## src/design/two_slot_tile_occupancy_table_macros.svh

```systemverilog
// Assertion macros shared by the tile occupancy table RTL.
`ifndef TWO_SLOT_TILE_OCCUPANCY_TABLE_MACROS_SVH
`define TWO_SLOT_TILE_OCCUPANCY_TABLE_MACROS_SVH

// A condition that holds at every clock edge outside reset.
`define TSOT_ASSERT_ALWAYS(label, clk, rst, expr, msg) \
   label: assert property (@(posedge clk) disable iff (rst) (expr)) else $error(msg);

// A consequent that holds in the same cycle as its antecedent.
`define TSOT_ASSERT_IMPLY(label, clk, rst, ante, cons, msg) \
   label: assert property (@(posedge clk) disable iff (rst) (ante) |-> (cons)) \
      else $error(msg);

// A consequent that holds in the cycle after its antecedent.
`define TSOT_ASSERT_NEXT(label, clk, rst, ante, cons, msg) \
   label: assert property (@(posedge clk) disable iff (rst) (ante) |=> (cons)) \
      else $error(msg);

`endif

```

## src/design/tsot_pkg.sv

```systemverilog
// Shared constants, codes and types of the tile occupancy table.
`default_nettype none

package tsot_pkg;

   // Default geometry and id storage width.
   localparam int GRID_WIDTH_DEF     = 64;
   localparam int GRID_HEIGHT_DEF    = 64;
   localparam int ENTITY_ID_BITS_DEF = 10;

   // Fixed channel field widths.
   localparam int KIND_W   = 2;
   localparam int COORD_W  = 6;
   localparam int TARGET_W = 12;
   localparam int ID_PORT_W = 10;
   localparam int TYPE_W   = 2;
   localparam int STATUS_W = 2;

   // Operation codes.
   localparam logic [KIND_W-1:0] KIND_PLACE = 2'd0;
   localparam logic [KIND_W-1:0] KIND_MOVE  = 2'd1;
   localparam logic [KIND_W-1:0] KIND_FIND  = 2'd2;

   // Status codes.
   localparam logic [STATUS_W-1:0] STATUS_OK        = 2'd0;
   localparam logic [STATUS_W-1:0] STATUS_FULL      = 2'd1;
   localparam logic [STATUS_W-1:0] STATUS_NOT_FOUND = 2'd2;

   typedef enum logic [1:0] {
      ST_CLEAR,
      ST_IDLE,
      ST_EVAL,
      ST_MOVE_WR
   } tsot_state_type;

   // Decision of the evaluation logic for one transaction.
   typedef struct packed {
      logic [STATUS_W-1:0]  status;
      logic                 slot;
      logic [ID_PORT_W-1:0] found_id;
      logic                 wr_prim;
      logic                 wr_src;
   } tsot_eval_type;

endpackage

`default_nettype wire

```

## src/design/tsot_eval.sv

```systemverilog
// Slot selection, type search and write-back entry formation for one transaction.
`default_nettype none

module tsot_eval #(
   parameter int ENTITY_ID_BITS = tsot_pkg::ENTITY_ID_BITS_DEF
) (
   input  wire logic [tsot_pkg::KIND_W-1:0]       kind,
   input  wire logic                              prim_ok,
   input  wire logic                              src_ok,
   input  wire logic                              same_tile,
   input  wire logic                              cur_slot,
   input  wire logic [ENTITY_ID_BITS-1:0]         ent_id,
   input  wire logic [tsot_pkg::TYPE_W-1:0]       ent_type,
   input  wire logic [2*(ENTITY_ID_BITS+3)-1:0]   prim_entry,
   input  wire logic [2*(ENTITY_ID_BITS+3)-1:0]   src_entry,
   output logic      [2*(ENTITY_ID_BITS+3)-1:0]   prim_wr_entry,
   output logic      [2*(ENTITY_ID_BITS+3)-1:0]   src_wr_entry,
   output tsot_pkg::tsot_eval_type                ctl
);

   localparam int SLOT_W  = ENTITY_ID_BITS + 3;
   localparam int ENTRY_W = 2 * SLOT_W;
   localparam int IdPortW = tsot_pkg::ID_PORT_W;

   logic [SLOT_W-1:0]  p0, p1, s0, s1, new_slot;
   logic [ENTRY_W-1:0] base;
   logic               free_any, free_sel, match0, match1, fold_clear;

   assign p0 = prim_entry[SLOT_W-1:0];
   assign p1 = prim_entry[ENTRY_W-1:SLOT_W];
   assign s0 = src_entry[SLOT_W-1:0];
   assign s1 = src_entry[ENTRY_W-1:SLOT_W];

   // Valid bit on top, then type, then id.
   assign new_slot = {1'b1, ent_type, ent_id};

   assign free_any = prim_ok && (!p0[SLOT_W-1] || !p1[SLOT_W-1]);
   assign free_sel = p0[SLOT_W-1];

   // When source and target are the same tile, the source clear is merged into the
   // single write of the target entry.
   assign fold_clear = (kind == tsot_pkg::KIND_MOVE) && src_ok && same_tile;

   always_comb begin
      base = prim_entry;
      if (fold_clear) begin
         base = cur_slot ? {{SLOT_W{1'b0}}, p0} : {p1, {SLOT_W{1'b0}}};
      end
      prim_wr_entry = free_sel ? {new_slot, base[SLOT_W-1:0]}
                               : {base[ENTRY_W-1:SLOT_W], new_slot};
   end

   assign src_wr_entry = cur_slot ? {{SLOT_W{1'b0}}, s0} : {s1, {SLOT_W{1'b0}}};

   assign match0 = prim_ok && p0[SLOT_W-1] && (p0[SLOT_W-2:ENTITY_ID_BITS] == ent_type);
   assign match1 = prim_ok && p1[SLOT_W-1] && (p1[SLOT_W-2:ENTITY_ID_BITS] == ent_type);

   always_comb begin
      ctl          = '0;
      ctl.status   = tsot_pkg::STATUS_NOT_FOUND;
      unique case (kind)
         tsot_pkg::KIND_PLACE: begin
            if (free_any) begin
               ctl.status  = tsot_pkg::STATUS_OK;
               ctl.slot    = free_sel;
               ctl.wr_prim = 1'b1;
            end else begin
               ctl.status = tsot_pkg::STATUS_FULL;
            end
         end
         tsot_pkg::KIND_MOVE: begin
            if (free_any) begin
               ctl.status  = tsot_pkg::STATUS_OK;
               ctl.slot    = free_sel;
               ctl.wr_prim = 1'b1;
               ctl.wr_src  = src_ok && !same_tile;
            end else begin
               ctl.status = tsot_pkg::STATUS_FULL;
            end
         end
         tsot_pkg::KIND_FIND: begin
            if (match0) begin
               ctl.status   = tsot_pkg::STATUS_OK;
               ctl.found_id = IdPortW'(p0[ENTITY_ID_BITS-1:0]);
            end else if (match1) begin
               ctl.status   = tsot_pkg::STATUS_OK;
               ctl.slot     = 1'b1;
               ctl.found_id = IdPortW'(p1[ENTITY_ID_BITS-1:0]);
            end
         end
         default: begin
            ctl.status = tsot_pkg::STATUS_NOT_FOUND;
         end
      endcase
   end

endmodule

`default_nettype wire

```

## config.mk

```make
export PLATFORM = sky130hd
export DESIGN_NAME = tsot_eval
export DESIGN_NICKNAME = d
export VERILOG_FILES = /design/src/design/two_slot_tile_occupancy_table_macros.svh /design/src/design/tsot_pkg.sv /design/src/design/tsot_eval.sv
export SDC_FILE = /design/constraint.sdc
export NUM_CORES = 1
export LEC_CHECK = 0
export BUFFER_PORTS_ARGS = -buffer_cell sky130_fd_sc_hd__buf_2
export CORE_MARGIN = 3
export CORE_UTILIZATION = 33
export DETAILED_ROUTE_END_ITERATION = 12
export PLACE_DENSITY = 0.92
export SLEW_MARGIN = 15
export SYNTH_ARGS = -nofsm -noshare
export SYNTH_HDL_FRONTEND = slang
export SYNTH_SLANG_ARGS = --single-unit
```

## constraint.sdc

```tcl
create_clock -name vclk -period 1.2
set_clock_uncertainty 0.1 [all_clocks]
set_input_delay 0 -clock vclk [all_inputs]
set_output_delay 0 -clock vclk [all_outputs]
set_load 0.01 [all_outputs]
```

# Word level (Yosys, flattened, before mapping)
# Cells that the tools add are included.
# classes
n_mux	17
reduce_logical	14
div_mod_pow	0
magnitude_cmp	0
shift	0
n_bitwise	0
eq_ne	4
n_addsub	0
n_mul	0
# op_table
cell	count
$mux W26	4
$mux W10	2
$mux W13	1
$logic_and A1 B1 Y1	8
$mux W1	5
$eq A2 B2 Y1	2
$mux W2	2
$pmux W1 S2	2
$pmux W2 S2	1
$logic_not A1 Y1	3
$eq A2 B1 Y1 const B	1
$eq A2 B2 Y1 const B	1
$logic_not A2 Y1	1
$reduce_or A2 Y1	1
$logic_or A1 B1 Y1	1
# totals
mem_count	0
reg_bits	0
latchBits	0
in_bits	70
out_inout_bits	67
wordCells	35
mem_bits_rw	0
rom_bits	0

# Depth between registers and ports, before layout
# Gate-level depths: netlist of run 1.
# logic_depth
ltp_word	5
ltp_mapped	4
mapped_depth_nobuf	3

# Least setup slack after synthesis of run 1
# No wires, ideal clock.
# synth_path
path_type	input to output
start	in ent_type[0] (netlist name)
end	out ctl[10] (netlist name)
arrival_ns	0.930
path_buffers	1
stages	4
setup_slack_ns	0.170
required_ns	1.100
path_cell_list	xor2_1 -> or3_4 -> buf_6 -> a32o_1
# synth_lines
item	line	source
from (decl)	tsot_eval.sv:13	input wire logic [tsot_pkg::TYPE_W-1:0] ent_type,
to (decl)	tsot_eval.sv:18	output tsot_pkg::tsot_eval_type ctl

==> results.ini, run 1 <==
[status]
outcome = complete, but fails checks
violations = setup timing

[synth]
yosys_warnings = 0
yosys.area.top_type = nor2b_1
synthTopCellsByCount = 27 x nor2b_1, 14 x and2_1, 14 x nor2_1
synthSimpleGateAreaFrac_pct = 51.9
synthTopCellsByArea = nor2b_1 17%, mux2i_1 12%, a32o_1 11%
synth.top_cell.area_share_pct = 16.8
avgSynthCellArea_um2 = 6.90
synth.mux.area_fraction_pct = 11.9
syn-num-nets = 216
syn_inst = 146
synth_top_family_by_area = simple AND/OR/NAND/NOR gates
netlist_area_um2 = 1010
synth_xor_area_share_pct = 3.48
synth_cell_type_count = 26
synth-compound-area-share_pct = 23.6
synth_seq_area_share_pct = 0
synth-adder-area-share_pct = 0
synthMostInstantiatedCell = nor2b_1

[finish]
nets = 357
final_util_pct = 73.2
final.clkbuf_count = 0
drive_above_1_share_pct = 63.5
register_area_um2 = 0
final_cells = 316
final_cell_area_um2 = 2070
n_fill_cell = 236
area.growth.synth_to_final_pct = 106
flops_and_latches = 0
num_antenna_cells = 0

[grt]
busiest_layer = met2
grt_use_met1_pct = 26.2
grt_use_met3_pct = 3.35
grt_max_degree = 41
grt_overflow = 0
antenna_found_initial = 0
grtUsageTotal_pct = 25.3
grt_pass1_vias = 1671
grt_util_met2_pct = 54.2
grt_first_pass_wirelength_um = 7300

[timing]
hold_violations = 0
maxSlewHeadroom_pct = 69.6
finalCritPeriodShare_pct = 105
min_period_ns = 1.27
setup-violations-final = 4
rsz0062_at_grt = true
fin_tns_setup_ns = -0.107
setup_slack_ns = -0.0652
hold_slack_ns = 0.184
worst_pin_slew_ns = 0.455
final_max_slew_viol_count = 0
clock.fmax_ghz = 0.790

[routing]
drc_errors = 0
wirelength_um = 5190
drt-pass1-iter-count = 5
antenna_left = 0
vias = 1707
drt_iter0_drc = 82
via_per_inst = 5.40
avgRoutedWirePerCell_um = 16.4

[power_and_ir_drop]
ir_drop_mv = 0.218
sequentialPowerShare_pct = 0
p_leak_nw = 1.13
power.density_nw_per_um2 = 373
p_sw_uw = 387
p_int_uw = 385
pwr-share-comb_pct = 100.0
p_total_uw = 772
p_clk_share_pct = 0
swShare_pct = 50.1

[job]
drv_cap = 0

[floorplan]
die_h_um = 61.2
pin_count = 137
row_count = 19
core_area_um2 = 2830
start_util_pct = 35.6
die_w_um = 61.2
dieArea_um2 = 3750

[worst_setup_path]
cp-start-kind = input port
cp_cell_sequence = buf_8, buf_6, xnor2_4, and4_1, a211oi_1, buf_2
cp_num_buf_inv = 3
worstSetupPathType = in -> out
cp_num_cells = 6
cp_top_family = buffers and inverters
cp-end-kind = output port
crit_start = ent_type[0]
required_ns = 1.10
cp_max_fo = 4
slowest_stage = a211oi_1
worstPathArrival_ns = 1.17
crit_path_end = ctl[14]
critPathMaxStageDelay_ns = 0.32

[place]
hpwl_um = 3860
placed_area_um2 = 1800
dp.cells = 313
gp_congestion = 0.749
portBuffers = 137
place_ws_ns = -0.470

[clock_tree]
hold_buffers = 0

[worst_hold_path]
min_path_type = in -> out

==> how the worst min path moves through the flow <==
stage	from	end	slack [ns]	cells after the start
global placement	same_tile	ctl[0]	0.16	3
detailed placement	same_tile	ctl[0]	0.17	3
CTS	same_tile	ctl[0]	0.18	3
finish	same_tile	ctl[0]	0.18	3
global route	same_tile	ctl[0]	0.20	3
floorplan	same_tile	ctl[0]	-0.05	1
==> cell usage in the layout, fill, tap and decap left out, types with 2 or more instances in the layout <==
cell     count
xor2_4       2
inv_1        2
buf_2      133
buf_8        2
mux2i_1     12
buf_12       2
buf_6        9
and3_4       6
nor2b_1     26
and2_1      14
nor2_1      14
and3_1       4
a32o_1      11
a22o_1      12
nor4b_4      3
nand2_1      2
buf_4        9
nor4b_2      7
or3_4        2
==> cell families after synthesis <==
family,count (synthesis)
xor+xnor,4
mux,12
compound gates,26
buf+inv,20
simple gates,84
==> area by class of cell <==
cell class         count  area (um2)  share of cell area [%]
multi-input cells    127        1120                    53.9
inverters              3        11.3                   0.543
well taps             31        38.8                    1.87
repair buffers       155         905                    43.7
==> repair_timing <==
action | in CTS | in global routing
endpoints found under the setup margin | 22 | 40
buffers inserted | 0 | 1
pin swaps | 5 | 6
resized for setup | 33 | 14
cloned | 2 | 0
==> power by group through the flow <==
stage	Clock, mW	Combinational [mW]	Sequential, mW
2_1_floorplan	0	0.324	0
3_3_place_gp	0	0.636	0
3_5_place_dp	0	0.650	0
4_1_cts	0	0.737	0
5_1_grt	0	0.830	0
6_report	0	0.772	0
==> routing by layer <==
layer | vias up | part of all wire (%)
li1 | 817 | -
met4 | 0 | 0.40
met2 | 94 | 57
met1 | 794 | 35
met5 | - | 0
met3 | 2 | 8.0
(Power assumes the default switching activity.)
==> run 2, diff against run 1 <==
CORE_UTILIZATION = 35   (was 33)
PLACE_DENSITY = 0.95   (was 0.92)
SETUP_SLACK_MARGIN = 0.15   (was default)
clock period = 1.59 ns   (was 1.2 ns; I/O delays follow)
==> run 2 against run 1 <==
Final area is 17% lower. Routed wire length is 16% lower. Non-clock buffer count is 9 lower. Via count is 5.0% lower. Final cell count is 3.5% lower. The flow now finishes without violations. Total power is 39% lower. Combinational power is 39% lower. Global-route usage is 3.0 points lower. First-iteration DRC count is 9.8% higher. Die area is 5.2% lower. Worst hold slack worse by 0.026 ns. Setup slack better by 0.33 ns.
==> results.ini, run 2 (synthesis results as in run 1) <==
[finish]
layout_common_cells = 137 x buf_2, 26 x nor2b_1, 14 x nor2_1, 14 x and2_1  ; was 133 x buf_2, 26 x nor2b_1, 14 x nor2_1, 14 x and2_1
drive_above_1_share_pct = 54.5  ; was 63.5%
multiInputGateArea_um2 = 926  ; was 1120 um2
final_cells = 305  ; was 316
n_fill_cell = 237  ; was 236
flops_and_latches = 0  ; unchanged
layout_commonest_cell = buf_2  ; unchanged
register_area_um2 = 0  ; unchanged
nets = 347  ; was 357
final.clkbuf_count = 0  ; unchanged
num_antenna_cells = 0  ; unchanged
area.growth.synth_to_final_pct = 71.6  ; was 106%

[grt]
grt_first_pass_wirelength_um = 6430  ; was 7300 um
busiest_layer = met2  ; unchanged
grtUsageTotal_pct = 22.3  ; was 25.3%
grt_overflow = 0  ; unchanged
grt_use_met3_pct = 1.53  ; was 3.35%
grt_use_met1_pct = 25.5  ; was 26.2%
grt_pass1_vias = 1532  ; was 1671
grt_max_degree = 37  ; was 41
grt_util_met2_pct = 44.1  ; was 54.2%
antenna_found_initial = 0  ; unchanged

[timing]
min_period_ns = 1.32
hold_violations = 0  ; unchanged
rsz0062_at_grt = false  ; was true
setup-violations-final = 0  ; was 4
clock.fmax_ghz = 0.756
finalCritPeriodShare_pct = 83.2
worst_pin_slew_ns = 0.650  ; was 0.455 ns
final_max_slew_viol_count = 0  ; unchanged
maxSlewHeadroom_pct = 56.5  ; was 69.6%

[worst_setup_path]
crit_path_end = ctl[4]  ; was ctl[14]
required_ns = 1.49  ; was 1.10 ns
cp-start-kind = input port  ; unchanged
cp-end-kind = output port  ; unchanged
worstPathArrival_ns = 1.22  ; was 1.17 ns
worstSetupPathType = in -> out  ; unchanged
crit_top_cell = buf_2
slowest_stage = nor2b_2  ; was a211oi_1
cp_cell_sequence = buf_2, nor2b_2, and3_1, a32o_1, buf_2  ; was buf_8, buf_6, xnor2_4, and4_1, a211oi_1, buf_2
critPathMaxStageDelay_ns = 0.55  ; was 0.32 ns
crit_start = kind[1]  ; was ent_type[0]
cp_max_fo = 19  ; was 4

[place]
hpwl_um = 3590  ; was 3860 um
gp_congestion = 0.822  ; was 0.749
portBuffers = 137  ; unchanged
dp.cells = 305  ; was 313

[floorplan]
die_h_um = 59.6  ; was 61.2 um
row_count = 18  ; was 19
pin_count = 137  ; unchanged
core_area_um2 = 2610  ; was 2830 um2
die_w_um = 59.6  ; was 61.2 um
start_util_pct = 38.6  ; was 35.6%
dieArea_um2 = 3560  ; was 3750 um2

[routing]
drt_iter0_drc = 90  ; was 82
avgRoutedWirePerCell_um = 14.4  ; was 16.4 um
wirelength_um = 4380  ; was 5190 um
drc_errors = 0  ; unchanged
antenna_left = 0  ; unchanged
vias = 1622  ; was 1707
via_per_inst = 5.32  ; was 5.40
drt-pass1-iter-count = 4  ; was 5

[job]
drv_cap = 0  ; unchanged

[worst_hold_path]
min_path_type = in -> out  ; unchanged

[power_and_ir_drop]
ir_drop_mv = 0.265  ; was 0.218 mV
p_total_uw = 470  ; was 772 uW
p_leak_nw = 1.03  ; was 1.13 nW
power.density_nw_per_um2 = 272  ; was 373 nW/um2

[status]
outcome = complete, no violations  ; was complete, but fails checks

[run 2: cell count changes in the layout (fill, tap and decap cells not counted), moves of 3 or more]
cell | before | now
nor4b_2 | 7 | 0
nor4b_1 | 0 | 10
and3_1 | 4 | 11
buf_6 | 9 | 0
buf_2 | 133 | 137
nor4b_4 | 3 | 0
and3_4 | 6 | 0
[run 2: worst min path at each step]
| stage | cells past startpoint | end | startpoint | slack, ns |
|---|---|---|---|---|
| after floorplan | 1 | ctl[0] | same_tile | -0.05 |
| after global placement | 3 | ctl[0] | same_tile | 0.16 |
| after global routing | 3 | ctl[0] | same_tile | 0.17 |
| after detailed placement | 3 | ctl[0] | same_tile | 0.16 |
| after CTS | 3 | ctl[0] | same_tile | 0.16 |
| final | 3 | ctl[0] | same_tile | 0.16 |
[run 2: layer usage]
| layer | share of wire, % | vias up |
|---|---|---|
| li1 | - | 793 |
| met1 | 39 | 736 |
| met2 | 52 | 89 |
| met3 | 8.1 | 4 |
| met4 | 0.85 | 0 |
| met5 | 0 | - |
[run 2: critical path, delay by kind of cell]
family	cells	cell delay (ns)
buf+inv	2	0.22
compound gates	1	0.18
simple gates	2	0.82
[run 2: where the power goes]
group | total, mW | internal, mW | switching, mW | leakage, nW
combinational | 0.470 | 0.229 | 0.241 | 1.03
clock | 0 | 0 | 0 | 0
sequential | 0 | 0 | 0 | 0
total | 0.470 | 0.229 | 0.241 | 1.03
[run 2: through the flow]
step | setup TNS, ns | setup slack, ns | utilization, % | area [um2] | hold WS, ns
floorplan | 0 | 0.560 | - | 1010 | -0.0525
global placement | 0 | 0.0463 | 65.8 | 1720 | 0.158
detailed placement | -0.289 | -0.0582 | 65.8 | 1720 | 0.160
CTS | 0 | 0.279 | 66.1 | 1730 | 0.161
global route | 0 | 0.153 | 66.1 | 1730 | 0.172
finish | 0 | 0.267 | 66.1 | 1730 | 0.158
[run 2: layout make-up]
type                            count  share of cell area (%)
Tap cell                           30                    2.17
Inverter                            3                   0.652
Multi-Input combinational cell    126                    53.6
Timing Repair Buffer              146                    43.6
[run 2: timing repair]
action                                 4_1_cts  5_1_grt
hold buffers                                 0        0
buffers inserted                             0        0
endpoints found under the hold margin        0        0
resized for setup                            2        0
setup endpoints to repair                   11        0
==> run 3, diff against run 2 <==
CORE_UTILIZATION = 33   (was 35)
PLACE_DENSITY = 0.92   (was 0.95)
clock period = 1.31 ns   (was 1.59 ns; I/O delays follow)
==> run 3 against run 2 <==
Highest routed layer unchanged. Total power is 74% higher. Setup slack got worse by 0.21 ns. Critical path type unchanged. Combinational power rose by 74%.
==> results.ini, run 3 (synthesis results as in run 1) <==
[routing]
drc_errors = 0  ; unchanged
via_per_inst = 5.65  ; was 5.32
wirelength_um = 5970  ; was 4380 um
drt_iter0_drc = 144  ; was 90
avgRoutedWirePerCell_um = 18.4  ; was 14.4 um
drt-pass1-iter-count = 4  ; unchanged
vias = 1830  ; was 1622
antenna_left = 0  ; unchanged

[power_and_ir_drop]
p_total_uw = 816  ; was 470 uW
swShare_pct = 48.5  ; was 51.3%
pwr-share-comb_pct = 100.0  ; about the same
p_clk_share_pct = 0  ; about the same
ir_drop_mv = 0.191  ; was 0.265 mV
p_sw_uw = 395  ; was 241 uW
p_int_uw = 420  ; was 229 uW
power.density_nw_per_um2 = 352  ; was 272 nW/um2
sequentialPowerShare_pct = 0  ; about the same
p_leak_nw = 1.23  ; was 1.03 nW

[finish]
layout_common_cells = 118 x buf_2, 26 x nor2b_1, 25 x buf_6  ; was 137 x buf_2, 26 x nor2b_1, 14 x nor2_1, 14 x and2_1
drive_above_1_share_pct = 67.2  ; was 54.5%
area.growth.synth_to_final_pct = 130  ; was 71.6%
final_cells = 324  ; was 305
register_area_um2 = 0  ; unchanged
final.clkbuf_count = 0  ; unchanged
nets = 365  ; was 347
n_fill_cell = 191  ; was 237
final_util_pct = 81.8  ; was 66.1%
layout_commonest_cell = buf_2  ; unchanged
num_antenna_cells = 0  ; unchanged
flops_and_latches = 0  ; unchanged

[worst_setup_path]
cp_cell_sequence = buf_8, xor2_4, or3_4, a32o_1, buf_2  ; was buf_2, nor2b_2, and3_1, a32o_1, buf_2
required_ns = 1.21  ; was 1.49 ns
critPathMaxStageDelay_ns = 0.43  ; was 0.55 ns
slowest_stage = or3_4  ; was nor2b_2
worstSetupPathType = in -> out  ; unchanged
cp-end-kind = output port  ; unchanged
cp_max_fo = 6  ; was 19
worstPathArrival_ns = 1.15  ; was 1.22 ns
cp-start-kind = input port  ; unchanged
cp_num_buf_inv = 2  ; unchanged
cp_top_family = simple AND/OR/NAND/NOR gates  ; unchanged

[floorplan]
row_count = 19  ; was 18
die_h_um = 61.2  ; was 59.6 um
start_util_pct = 35.6  ; was 38.6%
dieArea_um2 = 3750  ; was 3560 um2
die_w_um = 61.2  ; was 59.6 um
core_area_um2 = 2830  ; was 2610 um2
pin_count = 137  ; unchanged

[timing]
setup-violations-final = 0  ; unchanged
final_max_slew_viol_count = 0  ; unchanged
worst_pin_slew_ns = 0.505  ; was 0.650 ns
clock.fmax_ghz = 0.800
hold_violations = 0  ; unchanged
finalCritPeriodShare_pct = 95.4
maxSlewHeadroom_pct = 66.2  ; was 56.5%
rsz0062_at_grt = true  ; was false
hold_slack_ns = 0.193  ; was 0.158 ns
min_period_ns = 1.25

[place]
dp.cells = 311  ; was 305
hpwl_um = 3740  ; was 3590 um
portBuffers = 137  ; unchanged
gp_congestion = 0.758  ; was 0.822

[grt]
grt_overflow = 0  ; unchanged
busiest_layer = met2  ; unchanged
grt_max_degree = 41  ; was 37
grtUsageTotal_pct = 25.6  ; was 22.3%
grt_use_met1_pct = 27.9  ; was 25.5%
grt_pass1_vias = 1675  ; was 1532
grt_util_met2_pct = 54.2  ; was 44.1%
antenna_found_initial = 0  ; unchanged
grt_use_met3_pct = 1.47  ; was 1.53%
grt_first_pass_wirelength_um = 7350  ; was 6430 um

[status]
outcome = complete, no violations  ; unchanged

[job]
drv_cap = 0  ; unchanged

[clock_tree]
hold_buffers = 0  ; unchanged

[worst_hold_path]
min_path_type = in -> out  ; unchanged

run 3: changes by cell type in the layout (fill, tap and decap cells not counted), moves of 2 or more:
cell and delta:
buf_6 +25, nor4b_1 -8, nor4b_2 +6, buf_12 +2
xor2_4 +2, nor2_1 -12, nor2_4 +12, nor4b_4 +2
buf_2 -19, xor2_1 -2, buf_4 +6
run 3: layout make-up:
class,instances,area [um2],share of cell area (%)
Multi-Input combinational cell,128,1200,51.7
Timing Repair Buffer,162,1060,46.0
Tap cell,31,38.8,1.68
Inverter,3,13.8,0.595
run 3: power groups by stage:
stage          clock [mW]  sequential (mW)  combinational, mW
6_report                0                0              0.816
5_1_grt                 0                0              0.865
4_1_cts                 0                0              0.682
3_3_place_gp            0                0              0.569
3_5_place_dp            0                0              0.582
2_1_floorplan           0                0              0.296
run 3: path summary, 6_finish.rpt:
path	start	to	slack, ns	depth (start not counted)
worst max-delay path	prim_entry[11]	ctl[9]	0.06	5
worst min-delay path	src_entry[10]	src_wr_entry[10]	0.19	3
run 3: through the flow:
step                setup TNS, ns  area, um2  setup slack, ns
floorplan                       0       1010            0.280
global placement            -3.22       1780           -0.316
detailed placement          -3.52       1780           -0.347
CTS                             0       2070           0.0816
global route                    0       2310           0.0524
finish                          0       2310           0.0606
run 3: what timing repair did:
item,4_1_cts,5_1_grt
buffers inserted,7,1
cloned,4,1
resized for setup,40,50
pin swaps,14,9
endpoints found under the setup margin,37,40
run 3: per-layer routing:
layer | share of wire, % | vias up
li1 | - | 835
met1 | 34 | 840
met2 | 55 | 136
met3 | 8.5 | 19
met4 | 2.6 | 0
met5 | 0 | -
